`config.mk`:
```
export PLATFORM = sky130hd
export DESIGN_NAME = signed_radix_digit_emitter_top
export DESIGN_NICKNAME = d
export VERILOG_FILES = /design/src/rtl/srde_pkg.sv /design/src/rtl/srde_front.sv /design/src/rtl/srde_fifo.sv /design/src/rtl/srde_back.sv /design/src/rtl/signed_radix_digit_emitter_top.sv
export SDC_FILE = /design/constraint.sdc
export NUM_CORES = 2
export LEC_CHECK = 0
export BUFFER_PORTS_ARGS = -buffer_cell sky130_fd_sc_hd__buf_4
export CORE_MARGIN = 2
export CORE_UTILIZATION = 40
export DETAILED_ROUTE_END_ITERATION = 7
export PLACE_DENSITY = 0.6
export SLEW_MARGIN = 15
export SYNTH_ARGS = -nofsm -noshare
export SYNTH_HDL_FRONTEND = slang
export SYNTH_SLANG_ARGS = --single-unit
```
`constraint.sdc`:
```
create_clock -name i_clk -period 12.6 [get_ports i_clk]
set_input_delay 0.63 -clock i_clk [delete_from_list [all_inputs] [get_ports i_clk]]
set_output_delay 0.63 -clock i_clk [all_outputs]
set_load 0.005 [all_outputs]
```
`src/rtl/srde_pkg.sv`:
```
// Shared types, constants and helper functions for the radix digit emitter.
`default_nettype none

package srde_pkg;

    // Field and storage widths
    localparam int unsigned VALUE_W     = 32;
    localparam int unsigned CHAR_W      = 8;
    localparam int unsigned BASE_W      = 5;
    localparam int unsigned TABLE_W     = 64;
    localparam int unsigned TABLE_CHARS = 2 * TABLE_W / CHAR_W;
    localparam int unsigned DIGIT_W     = $clog2(TABLE_CHARS);
    localparam int unsigned MAX_BASE    = 16;
    localparam int unsigned MAX_DIGITS  = 32;
    localparam int unsigned CNT_W       = $clog2(MAX_DIGITS + 1);
    localparam int unsigned DIG_IDX_W   = $clog2(MAX_DIGITS);
    localparam int unsigned SLICE_W     = 8;
    localparam int unsigned SLICES      = VALUE_W / SLICE_W;
    localparam int unsigned SLICE_IDX_W = $clog2(SLICES);
    localparam int unsigned QUEUE_DEPTH = 2;

    // Configuration port
    localparam int unsigned CFG_ADDR_W = 5;
    localparam int unsigned CFG_DATA_W = 64;
    localparam logic [1:0] CFG_BASE_SIZE = 2'd0;
    localparam logic [1:0] CFG_TABLE_LO  = 2'd1;
    localparam logic [1:0] CFG_TABLE_HI  = 2'd2;

    // Character codes and limits
    localparam logic [CHAR_W-1:0] CH_PLUS  = 8'h2B;
    localparam logic [CHAR_W-1:0] CH_MINUS = 8'h2D;
    localparam logic [CHAR_W-1:0] CH_LOW   = 8'd32;
    localparam logic [CHAR_W-1:0] CH_HIGH  = 8'd126;
    localparam logic [BASE_W-1:0] MIN_BASE = 5'd2;

    // One classified request handed from front to back
    typedef struct packed {
        logic               err;
        logic               neg;
        logic [VALUE_W-1:0] mag;
    } t_job;

    typedef enum logic [2:0] {
        ST_IDLE,
        ST_DIV,
        ST_SIGN,
        ST_EMIT,
        ST_ERR
    } t_back_state;

    // Pick digit character idx out of the two table words
    function automatic logic [CHAR_W-1:0] table_char(
        input logic [DIGIT_W-1:0] idx,
        input logic [TABLE_W-1:0] lo,
        input logic [TABLE_W-1:0] hi
    );
        logic [TABLE_W-1:0] word;
        word = idx[DIGIT_W-1] ? hi : lo;
        return word[{idx[DIGIT_W-2:0], 3'b000} +: CHAR_W];
    endfunction

    // Check radix range, character set and uniqueness of the characters in use
    function automatic logic base_ok(
        input logic [BASE_W-1:0]  size,
        input logic [TABLE_W-1:0] lo,
        input logic [TABLE_W-1:0] hi
    );
        logic [CHAR_W-1:0] c [TABLE_CHARS];
        logic              ok;
        ok = (size >= MIN_BASE) && (size <= BASE_W'(MAX_BASE));
        for (int i = 0; i < TABLE_CHARS; i++) begin
            c[i] = table_char(DIGIT_W'(i), lo, hi);
        end
        for (int i = 0; i < TABLE_CHARS; i++) begin
            if (BASE_W'(i) < size) begin
                if (c[i] == CH_PLUS || c[i] == CH_MINUS || c[i] < CH_LOW || c[i] > CH_HIGH) begin
                    ok = 1'b0;
                end
                for (int j = i + 1; j < TABLE_CHARS; j++) begin
                    if (BASE_W'(j) < size && c[j] == c[i]) begin
                        ok = 1'b0;
                    end
                end
            end
        end
        return ok;
    endfunction

endpackage

`default_nettype wire

```
`src/rtl/srde_front.sv`:
```
// Front end: accepts values, takes sign and magnitude, flags an invalid base.
`default_nettype none

module srde_front (
    input  wire logic                          i_valid,
    input  wire logic signed [srde_pkg::VALUE_W-1:0] i_value,
    input  wire logic [srde_pkg::BASE_W-1:0]   i_base_size,
    input  wire logic [srde_pkg::TABLE_W-1:0]  i_table_lo,
    input  wire logic [srde_pkg::TABLE_W-1:0]  i_table_hi,
    input  wire logic                          i_q_full,
    output logic                               o_stall,
    output logic                               o_push,
    output srde_pkg::t_job                     o_job
);
    import srde_pkg::*;

    logic [VALUE_W-1:0] raw;

    // Stall while the queue has no room
    assign o_stall = i_q_full;
    assign o_push  = i_valid && !i_q_full;

    // Classify the request: sign, unsigned magnitude, base check
    assign raw        = i_value;
    assign o_job.neg  = raw[VALUE_W-1];
    assign o_job.mag  = raw[VALUE_W-1] ? VALUE_W'(~raw + 1'b1) : raw;
    assign o_job.err  = !base_ok(i_base_size, i_table_lo, i_table_hi);

endmodule

`default_nettype wire

```
`src/rtl/srde_fifo.sv`:
```
// Short queue of classified requests between front and back.
`default_nettype none

module srde_fifo (
    input  wire logic      i_clk,
    input  wire logic      i_rst_n,
    input  wire logic      i_push,
    input  srde_pkg::t_job i_job,
    input  wire logic      i_pop,
    output logic           o_full,
    output logic           o_valid,
    output srde_pkg::t_job o_job
);
    import srde_pkg::*;

    localparam int unsigned PTR_W   = (QUEUE_DEPTH > 1) ? $clog2(QUEUE_DEPTH) : 1;
    localparam int unsigned COUNT_W = $clog2(QUEUE_DEPTH + 1);

    t_job               r_mem [QUEUE_DEPTH];
    logic [PTR_W-1:0]   r_wr_ptr, n_wr_ptr;
    logic [PTR_W-1:0]   r_rd_ptr, n_rd_ptr;
    logic [COUNT_W-1:0] r_count,  n_count;
    logic               do_push, do_pop;

    assign o_full  = (r_count == COUNT_W'(QUEUE_DEPTH));
    assign o_valid = (r_count != '0);
    assign o_job   = r_mem[r_rd_ptr];
    assign do_push = i_push && !o_full;
    assign do_pop  = i_pop && o_valid;

    // Advance pointers and occupancy
    always_comb begin
        n_wr_ptr = r_wr_ptr;
        n_rd_ptr = r_rd_ptr;
        n_count  = r_count;
        if (do_push) begin
            n_wr_ptr = (r_wr_ptr == PTR_W'(QUEUE_DEPTH - 1)) ? '0 : r_wr_ptr + 1'b1;
        end
        if (do_pop) begin
            n_rd_ptr = (r_rd_ptr == PTR_W'(QUEUE_DEPTH - 1)) ? '0 : r_rd_ptr + 1'b1;
        end
        if (do_push && !do_pop) begin
            n_count = r_count + 1'b1;
        end else if (do_pop && !do_push) begin
            n_count = r_count - 1'b1;
        end
    end

    always_ff @(posedge i_clk) begin
        if (!i_rst_n) begin
            r_wr_ptr <= '0;
            r_rd_ptr <= '0;
            r_count  <= '0;
        end else begin
            r_wr_ptr <= n_wr_ptr;
            r_rd_ptr <= n_rd_ptr;
            r_count  <= n_count;
        end
    end

    // Store the pushed request
    always_ff @(posedge i_clk) begin
        if (do_push) begin
            r_mem[r_wr_ptr] <= i_job;
        end
    end

endmodule

`default_nettype wire

```
`src/rtl/srde_back.sv`:
```
// Back end: divides out digits by the radix, emits sign and digits MSB first or an error.
`default_nettype none

module srde_back (
    input  wire logic                         i_clk,
    input  wire logic                         i_rst_n,
    input  wire logic                         i_q_valid,
    input  srde_pkg::t_job                    i_job,
    output logic                              o_pop,
    input  wire logic [srde_pkg::BASE_W-1:0]  i_base_size,
    input  wire logic [srde_pkg::TABLE_W-1:0] i_table_lo,
    input  wire logic [srde_pkg::TABLE_W-1:0] i_table_hi,
    input  wire logic                         i_stall,
    output logic                              o_valid,
    output logic [srde_pkg::CHAR_W-1:0]       o_out_char,
    output logic                              o_last,
    output logic                              o_base_error
);
    import srde_pkg::*;

    t_back_state            r_state, n_state;
    logic [VALUE_W-1:0]     r_quo,   n_quo;
    logic [DIGIT_W-1:0]     r_rem,   n_rem;
    logic [SLICE_IDX_W-1:0] r_slice, n_slice;
    logic                   r_neg,   n_neg;
    logic [CNT_W-1:0]       r_cnt,   n_cnt;
    logic [DIGIT_W-1:0]     r_dig [MAX_DIGITS];
    logic                   r_out_valid, n_out_valid;
    logic [CHAR_W-1:0]      r_out_char,  n_out_char;
    logic                   r_out_last,  n_out_last;
    logic                   r_out_err,   n_out_err;

    logic [SLICE_W-1:0]     div_q;
    logic [DIGIT_W-1:0]     div_rem;
    logic [VALUE_W-1:0]     div_quo;
    logic [DIGIT_W:0]       div_t;
    logic                   dig_we;
    logic [DIG_IDX_W-1:0]   rd_idx;
    logic                   out_free;

    assign o_valid      = r_out_valid;
    assign o_out_char   = r_out_char;
    assign o_last       = r_out_last;
    assign o_base_error = r_out_err;

    // Long division of the top slice by the radix, one bit per step
    always_comb begin
        div_rem = r_rem;
        div_q   = '0;
        div_t   = '0;
        for (int k = SLICE_W - 1; k >= 0; k--) begin
            div_t = {div_rem, r_quo[VALUE_W - SLICE_W + k]};
            if (div_t >= i_base_size) begin
                div_q[k] = 1'b1;
                div_rem  = DIGIT_W'(div_t - i_base_size);
            end else begin
                div_rem  = div_t[DIGIT_W-1:0];
            end
        end
        div_quo = {r_quo[VALUE_W-SLICE_W-1:0], div_q};
    end

    assign rd_idx   = DIG_IDX_W'(r_cnt - 1'b1);
    assign out_free = !r_out_valid || !i_stall;

    // Sequence divide and emit phases
    always_comb begin
        n_state     = r_state;
        n_quo       = r_quo;
        n_rem       = r_rem;
        n_slice     = r_slice;
        n_neg       = r_neg;
        n_cnt       = r_cnt;
        n_out_valid = r_out_valid;
        n_out_char  = r_out_char;
        n_out_last  = r_out_last;
        n_out_err   = r_out_err;
        o_pop       = 1'b0;
        dig_we      = 1'b0;
        if (r_out_valid && !i_stall) begin
            n_out_valid = 1'b0;
        end
        unique case (r_state)
            ST_IDLE: begin
                if (i_q_valid) begin
                    o_pop   = 1'b1;
                    n_quo   = i_job.mag;
                    n_neg   = i_job.neg;
                    n_rem   = '0;
                    n_slice = '0;
                    n_cnt   = '0;
                    n_state = i_job.err ? ST_ERR : ST_DIV;
                end
            end
            ST_DIV: begin
                n_quo   = div_quo;
                n_rem   = div_rem;
                n_slice = r_slice + 1'b1;
                if (r_slice == SLICE_IDX_W'(SLICES - 1)) begin
                    dig_we = 1'b1;
                    n_cnt  = r_cnt + 1'b1;
                    n_rem  = '0;
                    if (div_quo == '0 || r_cnt == CNT_W'(MAX_DIGITS - 1)) begin
                        n_state = ST_SIGN;
                    end
                end
            end
            ST_SIGN: begin
                if (!r_neg) begin
                    n_state = ST_EMIT;
                end else if (out_free) begin
                    n_out_valid = 1'b1;
                    n_out_char  = CH_MINUS;
                    n_out_last  = 1'b0;
                    n_out_err   = 1'b0;
                    n_state     = ST_EMIT;
                end
            end
            ST_EMIT: begin
                if (out_free) begin
                    n_out_valid = 1'b1;
                    n_out_char  = table_char(r_dig[rd_idx], i_table_lo, i_table_hi);
                    n_out_last  = (r_cnt == CNT_W'(1));
                    n_out_err   = 1'b0;
                    n_cnt       = r_cnt - 1'b1;
                    if (r_cnt == CNT_W'(1)) begin
                        n_state = ST_IDLE;
                    end
                end
            end
            ST_ERR: begin
                if (out_free) begin
                    n_out_valid = 1'b1;
                    n_out_char  = '0;
                    n_out_last  = 1'b1;
                    n_out_err   = 1'b1;
                    n_state     = ST_IDLE;
                end
            end
            default: begin
                n_state = ST_IDLE;
            end
        endcase
    end

    always_ff @(posedge i_clk) begin
        if (!i_rst_n) begin
            r_state     <= ST_IDLE;
            r_cnt       <= '0;
            r_out_valid <= 1'b0;
        end else begin
            r_state     <= n_state;
            r_cnt       <= n_cnt;
            r_out_valid <= n_out_valid;
        end
    end

    // Hold working values and the output payload
    always_ff @(posedge i_clk) begin
        r_quo      <= n_quo;
        r_rem      <= n_rem;
        r_slice    <= n_slice;
        r_neg      <= n_neg;
        r_out_char <= n_out_char;
        r_out_last <= n_out_last;
        r_out_err  <= n_out_err;
    end

    // Push each finished digit onto the digit stack
    always_ff @(posedge i_clk) begin
        if (dig_we) begin
            r_dig[r_cnt[DIG_IDX_W-1:0]] <= div_rem;
        end
    end

    a_err_alone: assert property (@(posedge i_clk) disable iff (!i_rst_n)
        (r_out_valid && r_out_err) |-> (r_out_last && r_out_char == '0))
        else $error("error result without last or with a character");

    a_cnt_bound: assert property (@(posedge i_clk) disable iff (!i_rst_n)
        r_cnt <= CNT_W'(MAX_DIGITS))
        else $error("digit stack overflow");

    a_emit_has_digit: assert property (@(posedge i_clk) disable iff (!i_rst_n)
        (r_state == ST_EMIT) |-> (r_cnt != '0))
        else $error("emit phase with empty digit stack");

    a_last_to_idle: assert property (@(posedge i_clk) disable iff (!i_rst_n)
        (r_state == ST_EMIT && out_free && r_cnt == CNT_W'(1)) |=>
            (r_state == ST_IDLE && r_out_valid && r_out_last))
        else $error("final digit not flagged last");

endmodule

`default_nettype wire

```
`src/rtl/signed_radix_digit_emitter_top.sv`:
```
// Top level: configuration registers, front end, request queue and back end.
//
// Converts each signed 32-bit request into its text in the configured radix and
// sends it out one character per result, a minus sign first for negative values,
// then the digits most significant first; the final character carries last. An
// invalid base (radix below 2 or above 16, a plus or minus sign, a byte outside
// 32..126, or a repeated character) gives a single result with base_error set.
// In the back end, the request is first taken from the queue. Each digit then passes
// through the radix divider, which handles 8 bits of the 32-bit dividend per cycle.
// Every value then goes through the sign step, positive values too, and the
// characters are emitted one per cycle while the output is not stalled. Base 2 with
// a full 32-bit magnitude is the slowest case.
// A two-entry request queue lets the front end accept while the back end still works.
`default_nettype none

module signed_radix_digit_emitter_top (
    input  wire logic                                i_clk,
    input  wire logic                                i_rst_n,
    input  wire logic                                i_valid,
    output logic                                     o_stall,
    input  wire logic signed [srde_pkg::VALUE_W-1:0] i_value,
    output logic                                     o_valid,
    input  wire logic                                i_stall,
    output logic [srde_pkg::CHAR_W-1:0]              o_out_char,
    output logic                                     o_last,
    output logic                                     o_base_error,
    input  wire logic                                psel,
    input  wire logic                                penable,
    input  wire logic                                pwrite,
    input  wire logic [srde_pkg::CFG_ADDR_W-1:0]     paddr,
    input  wire logic [srde_pkg::CFG_DATA_W-1:0]     pwdata,
    output logic [srde_pkg::CFG_DATA_W-1:0]          prdata,
    output logic                                     pready
);
    import srde_pkg::*;

    logic [BASE_W-1:0]  r_base_size;
    logic [TABLE_W-1:0] r_table_lo;
    logic [TABLE_W-1:0] r_table_hi;
    logic               cfg_wr;
    logic [1:0]         cfg_sel;

    t_job               push_job;
    t_job               pop_job;
    logic               push;
    logic               pop;
    logic               q_full;
    logic               q_valid;

    assign pready  = 1'b1;
    assign cfg_wr  = psel && penable && pwrite && pready;
    assign cfg_sel = paddr[CFG_ADDR_W-1:CFG_ADDR_W-2];

    // Write configuration registers; drop writes to unused addresses
    always_ff @(posedge i_clk) begin
        if (!i_rst_n) begin
            r_base_size <= '0;
            r_table_lo  <= '0;
            r_table_hi  <= '0;
        end else if (cfg_wr) begin
            unique case (cfg_sel)
                CFG_BASE_SIZE: r_base_size <= pwdata[BASE_W-1:0];
                CFG_TABLE_LO:  r_table_lo  <= pwdata;
                CFG_TABLE_HI:  r_table_hi  <= pwdata;
                default: ;
            endcase
        end
    end

    // Read back configuration
    always_comb begin
        unique case (cfg_sel)
            CFG_BASE_SIZE: prdata = CFG_DATA_W'(r_base_size);
            CFG_TABLE_LO:  prdata = r_table_lo;
            CFG_TABLE_HI:  prdata = r_table_hi;
            default:       prdata = '0;
        endcase
    end

    srde_front u_front (
        .i_valid     (i_valid),
        .i_value     (i_value),
        .i_base_size (r_base_size),
        .i_table_lo  (r_table_lo),
        .i_table_hi  (r_table_hi),
        .i_q_full    (q_full),
        .o_stall     (o_stall),
        .o_push      (push),
        .o_job       (push_job)
    );

    srde_fifo u_fifo (
        .i_clk   (i_clk),
        .i_rst_n (i_rst_n),
        .i_push  (push),
        .i_job   (push_job),
        .i_pop   (pop),
        .o_full  (q_full),
        .o_valid (q_valid),
        .o_job   (pop_job)
    );

    srde_back u_back (
        .i_clk        (i_clk),
        .i_rst_n      (i_rst_n),
        .i_q_valid    (q_valid),
        .i_job        (pop_job),
        .o_pop        (pop),
        .i_base_size  (r_base_size),
        .i_table_lo   (r_table_lo),
        .i_table_hi   (r_table_hi),
        .i_stall      (i_stall),
        .o_valid      (o_valid),
        .o_out_char   (o_out_char),
        .o_last       (o_last),
        .o_base_error (o_base_error)
    );

endmodule

`default_nettype wire
```
==> out/results.ini <==
[status]
status = completed

[floorplan]
chipWidth_um = 288
die_h_um = 288
io_pins = 185
core_um2 = 80200
die_area_um2 = 82800
initial_core_util = 0.402
row_count = 104

[final_layout]
most-common-layout-cells = 754 x xnor2_1, 361 x nand2_1, 351 x buf_4, 245 x edfxtp_1, 241 x xor2_1
fillers = 7767
syn_to_final_growth_pct = 13.1
n_antenna_cell = 0
multi_input_area_um2 = 20300
postLayoutCoreUtil = 0.455
drive_gt1_frac = 0.151
nNetsFinal = 3748
mostFrequentLayoutCell = xnor2_1
seqCellArea_um2 = 10300

[cts]
cts_tree = done
ctsHoldBuffers = 0
clk_latency_ns = 0.63
h-tree-depth = 2
clkTransAtPathRegs_ns = 0.06
cts_buffers = 47
clockBufferDepth = 3
cts_sinks = 393
root_buffer = clkbuf_16

[job]
drv_cap = 0

[setup_path]
critPathCaptureType = flip-flop
crit_fanout = 16
required_ns = 12.93
crit_type = flip-flop to flip-flop
cp-start-kind = flip-flop
slowest_stage = mux2_2
max_stage_delay_ns = 0.50
crit_top_cell = a21o_1
arrival_ns = 12.17

[min_path]
hp-class = primary input to flip-flop

[logic_synthesis]
yosysWarnings = 0
synth_top_family_by_area = XOR/XNOR gates
ys_types = 78
synth_compound_area_frac = 0.0969
synthAdderAreaFrac = 0.0236
syn_avg_cell_area_um2 = 9.01
syn_area_um2 = 32200
synth_seq_cells = 393
syn_inst = 3577
synth-xor-area-share = 0.272
synthSimpleGateAreaFrac = 0.160
synth_seq_area_share = 0.320
synth_edf_count = 245
synth_ff_type = edfxtp_1
syn_nets = 3741
ys_async_sr_fraction = 0
muxShareOfSynthArea = 0.0701

[sta]
max_freq_mhz = 84.5
final.min_clock_period_ns = 11.84
setup_violations = 0
slew_headroom = 0.111
finalMaxSlewViolations = 0
worstMarginPinSlew_ns = 1.32
clock_skew_ns = 0.0485
fin_setup_tns_ns = 0
hold_viol = 0
fin_crit_sh = 0.940

[placement]
place_congestion = 1.04
port_buffers = 180
post-dp-hpwl_um = 78900

[global_routing]
grt_start_max_net_pins = 81
grt_use_total = 0.300
use_met2 = 0.460
grt_pass1_wl_um = 185000
globalRoute.busiestLayer = met2
antenna_found_initial = 5
grt_use_met1 = 0.380
use_met3 = 0.0754
overflow = 0
grt_pass1_vias = 27325

[drt]
vias = 28583
ant_nets = 0
avgRoutedWirePerCell_um = 27.0
drt_pass1_iterations = 6
drt_wl_total_um = 127000
drtIter0Drc = 3370
routed_via_density = 6.10
drc = 0

-- worst max-delay path, delay by kind of cell (launching register included) --
kind            cells  cell delay (ns)
fa+ha+maj           8             2.26
buf+inv             2             0.19
compound gates     25             4.66
mux                 7             2.03
simple gates       14             2.02
flops               1             0.35
-- area by class of cell --
type / count / area share
multi-input cells: 2751 / 0.558
inverters: 35 / 0.00378
clock buffers: 68 / 0.0370
well taps: 1060 / 0.0364
clock inverters: 20 / 0.00711
repair buffers: 356 / 0.0746
flip-flops and latches: 393 / 0.283
-- logic make-up after synthesis --
logic type | after synthesis
simple gates | 1017
mux | 189
xor+xnor | 997
flops | 393
buf+inv | 435
compound gates | 489
fa+ha+maj | 56
other cells | 1
-- final timing paths --
| path | startpoint | to | slack, ns | cells after the start |
|---|---|---|---|---|
| min reg2reg | r_table_lo[4] | r_table_lo[4] | 0.45 | 2 |
| max reg2reg | r_base_size[1] | u_back.r_dig[10][2] | 0.76 | 56 |
| min | i_value[0] | u_fifo.r_mem[1][0] | 0.22 | 1 |
| max | r_base_size[1] | u_back.r_dig[10][2] | 0.76 | 56 |
-- metrics by stage --
stage,cell area (um2),setup WS (ns),hold slack [ns],instances
floorplan,32300,0.00309,0.472,3577
global placement,34600,-0.223,0.442,4581
detailed placement,34600,-0.406,0.449,4581
CTS,36300,0.0696,0.185,4673
global route,36400,-0.0211,0.200,4683
finish,36400,0.762,0.219,4683
-- sequential cells by signal, summed over array words and instances (netlist names), named ones only --
name / count
u_back.r_dig: 128
u_fifo.r_mem: 68
r_table_hi: 64
r_table_lo: 64
u_back.r_quo: 32
u_back.o_out_char: 8
u_back.r_cnt: 6
r_base_size: 5
u_back.r_rem: 4
u_back.r_state: 3
u_back.r_slice: 2
u_fifo.r_count: 2
u_back.o_base_error: 1
u_back.o_last: 1
u_back.o_valid: 1
u_back.r_neg: 1
u_fifo.r_rd_ptr: 1
u_fifo.r_wr_ptr: 1
-- repair_timing --
item                                   4_1_cts  5_1_grt
gates resized for setup                     10       17
gates cloned                                 2        0
setup buffers                                2       10
endpoints found under the hold margin        0        0
pin swaps                                    0        1
setup endpoints to repair                  135      136
-- routing by layer --
layer,wire length (um),up-vias
li1,-,12499
met1,47900,13624
met2,55000,1854
met3,14500,596
met4,9200,10
met5,52,-
-- Yosys cell counts (all sizes together), types with 21 or more instances --
library cell,count,share of area
a21o,27,0.0063
ha,48,0.019
nand2,362,0.042
a21oi,171,0.027
dfxtp,148,0.092
nor4,91,0.018
xor2,242,0.066
inv,35,0.0041
nand3,39,0.0061
buf,254,0.036
nor3,75,0.012
mux4,26,0.018
nand4,201,0.039
clkbuf,146,0.017
o31ai,32,0.0079
o21ai,91,0.014
edfxtp,245,0.23
nor3b,21,0.0049
a22o,60,0.016
a31oi,30,0.0058
mux2,24,0.0084
xnor2,755,0.21
mux2i,139,0.044
nor2,113,0.013
Power is left out: the tool's default activity adds up to more than one toggle a clock period on the data nets, which glitch-free logic cannot reach.
